### src/sv/sph_pkg.sv
// Shared types and constants for the sample pair history block.
package sph_pkg;

  localparam int DEPTH_DEF = 64;

  localparam int TEMP_W  = 16;
  localparam int INDEX_W = 6;
  localparam int COUNT_W = 7;
  localparam int KIND_W  = 2;

  // -300 degrees in units of 1/64 degree.
  localparam logic signed [TEMP_W-1:0] SENTINEL = -16'sd19200;

  typedef enum logic [KIND_W-1:0] {
    KIND_ADD   = 2'd0,
    KIND_READ  = 2'd1,
    KIND_CLEAR = 2'd2,
    KIND_NONE  = 2'd3
  } kind_t;

  typedef struct packed {
    logic signed [TEMP_W-1:0] outside_temp;
    logic signed [TEMP_W-1:0] inside_temp;
  } pair_t;

endpackage

### src/sv/sph_ring.sv
// Pair ring memory with age-relative read addressing and registered read data.
module sph_ring #(
  parameter int DEPTH = sph_pkg::DEPTH_DEF,
  parameter int AW    = $clog2(DEPTH)
) (
  input  logic                        clk,
  input  logic                        wr_en,
  input  logic [AW-1:0]               write_slot,
  input  sph_pkg::pair_t              wr_pair,
  input  logic                        rd_en,
  input  logic                        full,
  input  logic [sph_pkg::INDEX_W-1:0] read_index,
  output sph_pkg::pair_t              rd_pair
);
  import sph_pkg::*;

  localparam int SW = ((AW > INDEX_W) ? AW : INDEX_W) + 1;

  pair_t         mem [DEPTH];
  logic [SW-1:0] sum;
  logic [SW-1:0] wrapped;
  logic [AW-1:0] rd_addr;

  // Once the ring is full the oldest pair sits at the write slot; before
  // that it sits at slot zero.
  always_comb begin
    sum = (full ? SW'(write_slot) : '0) + SW'(read_index);
    wrapped = (sum >= SW'(DEPTH)) ? (sum - SW'(DEPTH)) : sum;
    rd_addr = wrapped[AW-1:0];
  end

  always_ff @(posedge clk) begin
    if (wr_en) begin
      mem[write_slot] <= wr_pair;
    end
    if (rd_en) begin
      rd_pair <= mem[rd_addr];
    end
  end

endmodule

### src/sv/sample_pair_history_min_max.sv
// Top level of the sample pair history with running min and max.
// A result passes through the ring read register, then the output register, before
// it is presented, and it is held there while the receiver stalls.
// Throughput: one request per cycle unless the output stalls; the ring takes at
// most one write or one read per request; each sees the state left by the one before.
// Reset clears count, write slot, min, max and newest pair to the sentinel;
// the ring memory is not cleared, as no entry is read before it is written.
module sample_pair_history_min_max #(
  parameter int DEPTH = sph_pkg::DEPTH_DEF
) (
  input  logic          clk,
  input  logic          rst,
  input  logic          s_axis_tvalid,
  output logic          s_axis_tready,
  // inside_temp[15:0], outside_temp[31:16], read_index[37:32], zero[39:38]
  input  logic [39:0]   s_axis_tdata,
  // kind[1:0]
  input  logic [1:0]    s_axis_tuser,
  output logic          m_axis_tvalid,
  input  logic          m_axis_tready,
  // reading_count[6:0], min_temp[22:7], max_temp[38:23], latest_inside[54:39],
  // latest_outside[70:55], read_inside[86:71], read_outside[102:87], zero[103]
  output logic [103:0]  m_axis_tdata,
  // read_hit[0]
  output logic [0:0]    m_axis_tuser
);
  import sph_pkg::*;

  localparam int AW   = $clog2(DEPTH);
  localparam int CW   = $clog2(DEPTH + 1);
  localparam int CMPW = (CW > INDEX_W) ? CW : INDEX_W;

  // Request fields
  kind_t                      kind;
  logic signed [TEMP_W-1:0]   in_a;
  logic signed [TEMP_W-1:0]   in_b;
  logic [INDEX_W-1:0]         read_index;
  logic signed [TEMP_W-1:0]   sat_a;
  logic signed [TEMP_W-1:0]   sat_b;
  logic signed [TEMP_W-1:0]   lo;
  logic signed [TEMP_W-1:0]   hi;

  // Architectural state
  logic [CW-1:0]              held_count, held_count_next;
  logic [AW-1:0]              write_slot, write_slot_next;
  logic signed [TEMP_W-1:0]   run_min, run_min_next;
  logic signed [TEMP_W-1:0]   run_max, run_max_next;
  logic signed [TEMP_W-1:0]   newest_in, newest_in_next;
  logic signed [TEMP_W-1:0]   newest_out, newest_out_next;
  logic                       hit_next;

  // Pipeline
  logic                       accept;
  logic                       advance;
  logic                       s1_valid;
  logic                       s1_hit;
  logic [COUNT_W-1:0]         s1_count;
  logic signed [TEMP_W-1:0]   s1_min;
  logic signed [TEMP_W-1:0]   s1_max;
  logic signed [TEMP_W-1:0]   s1_latest_in;
  logic signed [TEMP_W-1:0]   s1_latest_out;
  pair_t                      rd_pair;
  pair_t                      wr_pair;
  logic                       full;
  logic                       out_valid;
  logic [103:0]               out_data;
  logic                       out_hit;

  assign kind       = kind_t'(s_axis_tuser);
  assign in_a       = s_axis_tdata[15:0];
  assign in_b       = s_axis_tdata[31:16];
  assign read_index = s_axis_tdata[37:32];

  assign sat_a = (in_a < SENTINEL) ? SENTINEL : in_a;
  assign sat_b = (in_b < SENTINEL) ? SENTINEL : in_b;
  assign lo    = (sat_a < sat_b) ? sat_a : sat_b;
  assign hi    = (sat_a < sat_b) ? sat_b : sat_a;
  assign full  = (held_count == CW'(DEPTH));

  assign wr_pair.inside_temp  = sat_a;
  assign wr_pair.outside_temp = sat_b;

  assign advance       = !out_valid || m_axis_tready;
  assign s_axis_tready = !s1_valid || advance;
  assign accept        = s_axis_tvalid && s_axis_tready;

  always_comb begin
    held_count_next = held_count;
    write_slot_next = write_slot;
    run_min_next    = run_min;
    run_max_next    = run_max;
    newest_in_next  = newest_in;
    newest_out_next = newest_out;
    hit_next        = 1'b0;
    case (kind)
      KIND_ADD: begin
        write_slot_next = (write_slot == AW'(DEPTH - 1)) ? '0 : write_slot + 1'b1;
        if (!full) begin
          held_count_next = held_count + 1'b1;
        end
        newest_in_next  = sat_a;
        newest_out_next = sat_b;
        if (held_count == '0) begin
          run_min_next = lo;
          run_max_next = hi;
        end else begin
          if (lo < run_min) run_min_next = lo;
          if (hi > run_max) run_max_next = hi;
        end
      end
      KIND_READ: begin
        hit_next = (CMPW'(read_index) < CMPW'(held_count));
      end
      KIND_CLEAR: begin
        held_count_next = '0;
        write_slot_next = '0;
        run_min_next    = SENTINEL;
        run_max_next    = SENTINEL;
        newest_in_next  = SENTINEL;
        newest_out_next = SENTINEL;
      end
      default: begin
      end
    endcase
  end

  sph_ring #(
    .DEPTH (DEPTH),
    .AW    (AW)
  ) u_ring (
    .clk        (clk),
    .wr_en      (accept && (kind == KIND_ADD)),
    .write_slot (write_slot),
    .wr_pair    (wr_pair),
    .rd_en      (accept && (kind == KIND_READ)),
    .full       (full),
    .read_index (read_index),
    .rd_pair    (rd_pair)
  );

  always_ff @(posedge clk) begin
    if (rst) begin
      held_count <= '0;
      write_slot <= '0;
      run_min    <= SENTINEL;
      run_max    <= SENTINEL;
      newest_in  <= SENTINEL;
      newest_out <= SENTINEL;
      s1_valid   <= 1'b0;
      out_valid  <= 1'b0;
    end else begin
      if (accept) begin
        held_count <= held_count_next;
        write_slot <= write_slot_next;
        run_min    <= run_min_next;
        run_max    <= run_max_next;
        newest_in  <= newest_in_next;
        newest_out <= newest_out_next;
      end
      if (s_axis_tready) begin
        s1_valid <= s_axis_tvalid;
      end
      if (advance) begin
        out_valid <= s1_valid;
      end
    end
  end

  // Status after the request travels beside the ring read.
  always_ff @(posedge clk) begin
    if (accept) begin
      s1_hit        <= hit_next;
      s1_count      <= COUNT_W'(held_count_next);
      s1_min        <= run_min_next;
      s1_max        <= run_max_next;
      s1_latest_in  <= newest_in_next;
      s1_latest_out <= newest_out_next;
    end
    if (advance && s1_valid) begin
      out_hit  <= s1_hit;
      out_data <= {1'b0,
                   s1_hit ? rd_pair.outside_temp : SENTINEL,
                   s1_hit ? rd_pair.inside_temp  : SENTINEL,
                   s1_latest_out, s1_latest_in, s1_max, s1_min, s1_count};
    end
  end

  assign m_axis_tvalid   = out_valid;
  assign m_axis_tdata    = out_data;
  assign m_axis_tuser[0] = out_hit;

endmodule

### config.mk
export PLATFORM = sky130hd
export DESIGN_NAME = sample_pair_history_min_max
export DESIGN_NICKNAME = d
export VERILOG_FILES = /design/src/sv/sph_pkg.sv /design/src/sv/sph_ring.sv /design/src/sv/sample_pair_history_min_max.sv
export SDC_FILE = /design/constraint.sdc
export NUM_CORES = 2
export LEC_CHECK = 0
export BUFFER_PORTS_ARGS = -buffer_cell sky130_fd_sc_hd__buf_2
export CORE_MARGIN = 3
export CORE_UTILIZATION = 50
export CTS_CLUSTER_SIZE = 30
export DETAILED_ROUTE_END_ITERATION = 8
export PLACE_DENSITY = 0.65
export REMOVE_ABC_BUFFERS = 1
export SYNTH_ARGS = -nofsm -noshare
export SYNTH_HDL_FRONTEND = slang
export SYNTH_SLANG_ARGS = --single-unit
### constraint.sdc
create_clock -name clk -period 8.7 [get_ports clk]
set_clock_uncertainty 0.2 [all_clocks]
set_input_delay 0.87 -clock clk [delete_from_list [all_inputs] [get_ports clk]]
set_output_delay 0.87 -clock clk [all_outputs]
set_load 0.02 [all_outputs]
==> impl_metrics.env <==
export IMPL_run_status="completed"
export IMPL_cp_required_ns=9.03
export IMPL_yosys_area_share_simple=0.0214
export IMPL_setup_viol=0
export IMPL_clkLatencyLatePin_ns=0.85
export IMPL_crit_start="s_axis_tdata[9]"
export IMPL_crit_type="input port to register"
export IMPL_cts_tree="done"
export IMPL_drv_slew=0
export IMPL_drv_cap=0
export IMPL_synth_top_area_frac=0.750
export IMPL_cts_hold_buf=0
export IMPL_num_io_pins=153
export IMPL_synth_common_cells="edfxtp_1, mux4_2, nor2_1"
export IMPL_powerDensity_nw_per_um2=232
export IMPL_period_share=0.775
export IMPL_crit_fanout=21
export IMPL_post_synth_top_count_cell="edfxtp_1"
export IMPL_syn_area_per_cell_um2=22.0
export IMPL_tightestPinTransition_ns=1.27
export IMPL_synthTopCellsByArea="edfxtp_1, mux4_2, dfxtp_1, ha_1, a21oi_1"
export IMPL_synth_compound_area_frac=0.0235
export IMPL_regToRegSetupSlack_ns=2.89
export IMPL_r2r_end="u_ring.rd_pair[22]"
export IMPL_gp_congestion=0.844
export IMPL_r2r_start="held_count[0]"
export IMPL_fillerInstances=12900
export IMPL_wl_per_cell_um=31.1
export IMPL_r2r_cells=12
export IMPL_ant_nets=0
export IMPL_wl_um=217000
export IMPL_grt_max_degree=120
export IMPL_crit_path_end="s1_min[8]"
export IMPL_yosys_area_share_adder=0.00840
export IMPL_cts_root_buf="clkbuf_16"
export IMPL_die_x_um=431
export IMPL_initial_core_util=0.504
export IMPL_ys_warn_count=0
export IMPL_coreArea_um2=179000
export IMPL_rows=155
export IMPL_die_area_um2=186000
export IMPL_synthFlopType="edfxtp_1"
export IMPL_synthMuxAreaShare=0.165
export IMPL_irDropWorstVdd_mv=0.234
export IMPL_timing_fmax_mhz=148
export IMPL_overflow=0
export IMPL_finalHoldViolations=0
export IMPL_drtIter0Drc=5161
export IMPL_portBuffers=149
export IMPL_yosysSeqAreaShare=0.768
export IMPL_synthArstFlopShare=0
export IMPL_yosysTopAreaCell="edfxtp_1"
export IMPL_cts_sink_count=2335
export IMPL_synth_cell_type_count=62
export IMPL_syn_inst=4106
export IMPL_leakage_nw=32.0
export IMPL_htreeDepth=4
export IMPL_post_synth_xor_area_fraction=0.000665
export IMPL_grt_usage=0.235
export IMPL_route_detailed_drc=0
export IMPL_vias=43200
export IMPL_synth_top_family_by_area="multiplexers"
export IMPL_fin_crit_ns=6.74
export IMPL_hold_ws_ns=0.112
export IMPL_drive_gt1_frac=0.299
export IMPL_antenna_found_initial=7
export IMPL_nets=4511
export IMPL_vias_per_cell=6.20
export IMPL_grt_pass1_wl_um=313000
export IMPL_cts_buffers=228
export IMPL_crit_path_max_incr_delay_ns=0.85
export IMPL_hpwl_um=111000
export IMPL_yosys_register_bits=2335
export IMPL_grt_pass1_vias=44100
export IMPL_post_cts_resize_count=0
export IMPL_drtPass1Iterations=5
export IMPL_die_height_um=431
export IMPL_cts_setup_buffers=0
export IMPL_clk_pin_slew_ns=0.06
export IMPL_synth_cell_area_um2=90300
export IMPL_hold_path_class="input port to register"
export IMPL_start_kind="input port"
export IMPL_final_util=0.572
export IMPL_cp_arrival_ns=7.07
export IMPL_relSlewSlack=0.153
export IMPL_critPathCaptureType="register"
export IMPL_holdCritStartpoint="s_axis_tvalid"
export IMPL_grt_setup_unrepaired="no"
export IMPL_cts_buffer_depth=3
export IMPL_slowest_stage="a31oi_2"
export IMPL_area_delta_synth_final_pct=13.4
export IMPL_synth_edf_count=2256
==> worst min-delay path by stage <==
stage	endpoint	slack [ns]	cells past startpoint
6_report	s1_valid	0.11	3
5_1_grt	s1_valid	0.09	3
4_1_cts	s1_valid	0.05	3
3_5_place_dp	m_axis_tdata[42]	0.20	0
3_3_place_gp	m_axis_tdata[65]	0.20	0
2_1_floorplan	m_axis_tdata[0]	0.20	0
==> routing by layer <==
metal	vias to the layer above	wire length [µm]	GRT usage	part of all wire
met4	2	5840	0.0677	0.027
met5	-	11	0	0.000051
li1	17800	-	-	-
met3	357	18200	0.0453	0.084
met1	23100	88300	0.342	0.41
met2	1924	104000	0.367	0.48
==> placed cells by master, fill, tap and decap left out, drive strengths merged, types with 28 or more instances in the layout <==
master and count:
a211oi 38, a21oi 100, a22o 35, and2 28
buf 279, clkbuf 290, clkinv 99, dfxtp 79
edfxtp 2256, ha 59, inv 94, mux2i 45
mux4 640, nand2 99, nor2 126, nor2b 59
o21ai 57
==> where the power goes <==
| part | total (W) | internal (W) | switching, W |
|---|---|---|---|
| clock network | 0.00988 | 0.00573 | 0.00415 |
| logic | 0.00139 | 0.000491 | 0.000897 |
| registers | 0.0125 | 0.0125 | 0.0000306 |
==> state kept, by name, summed over array words and instances, names as in the netlist <==
name	flops
held_count	7
m_axis_tdata	103
m_axis_tuser	1
m_axis_tvalid	1
newest_in	16
newest_out	16
run_max	16
run_min	16
s1_count	7
s1_hit	1
s1_latest_in	16
s1_latest_out	16
s1_max	16
s1_min	16
s1_valid	1
u_ring.mem	2048
u_ring.rd_pair	32
write_slot	6
==> final cells by class <==
class	instances	area, µm²	area share
well taps	2355	2950	0.0288
multi-input cells	1475	20400	0.199
repair buffers	279	1870	0.0183
flip-flops and latches	2335	69300	0.677
inverters	86	325	0.00318
diodes	8	20.0	0.000196
clock inverters	143	1450	0.0142
clock buffers	290	6070	0.0593
==> cells by family after synthesis <==
logic type      after synthesis
xor+xnor                      6
flops                      2335
other cells                   1
mux                         686
buf+inv                     296
fa+ha+maj                    60
compound gates              323
simple gates                399
==> critical path: cells and delay by family <==
family          cells  cell delay (ns)
compound gates     15             3.28
fa+ha+maj           3             1.05
buf+inv             4             0.88
simple gates        4             1.00
==> through the flow <==
stage | instance area (µm²) | setup WS, ns | std cells | total power [W] | TNS, ns
2_1_floorplan | 89400 | -13.54 | 3896 | 0.0141 | -433.24
3_3_place_gp | 94900 | 1.20 | 6530 | 0.0141 | 0
3_5_place_dp | 94900 | 1.13 | 6530 | 0.0142 | 0
4_1_cts | 102000 | 2.04 | 6963 | 0.0240 | 0
5_1_grt | 102000 | 1.50 | 6963 | 0.0245 | 0
6_report | 102000 | 1.96 | 6971 | 0.0238 | 0
No activity file was read; power rests on OpenSTA's default activity.
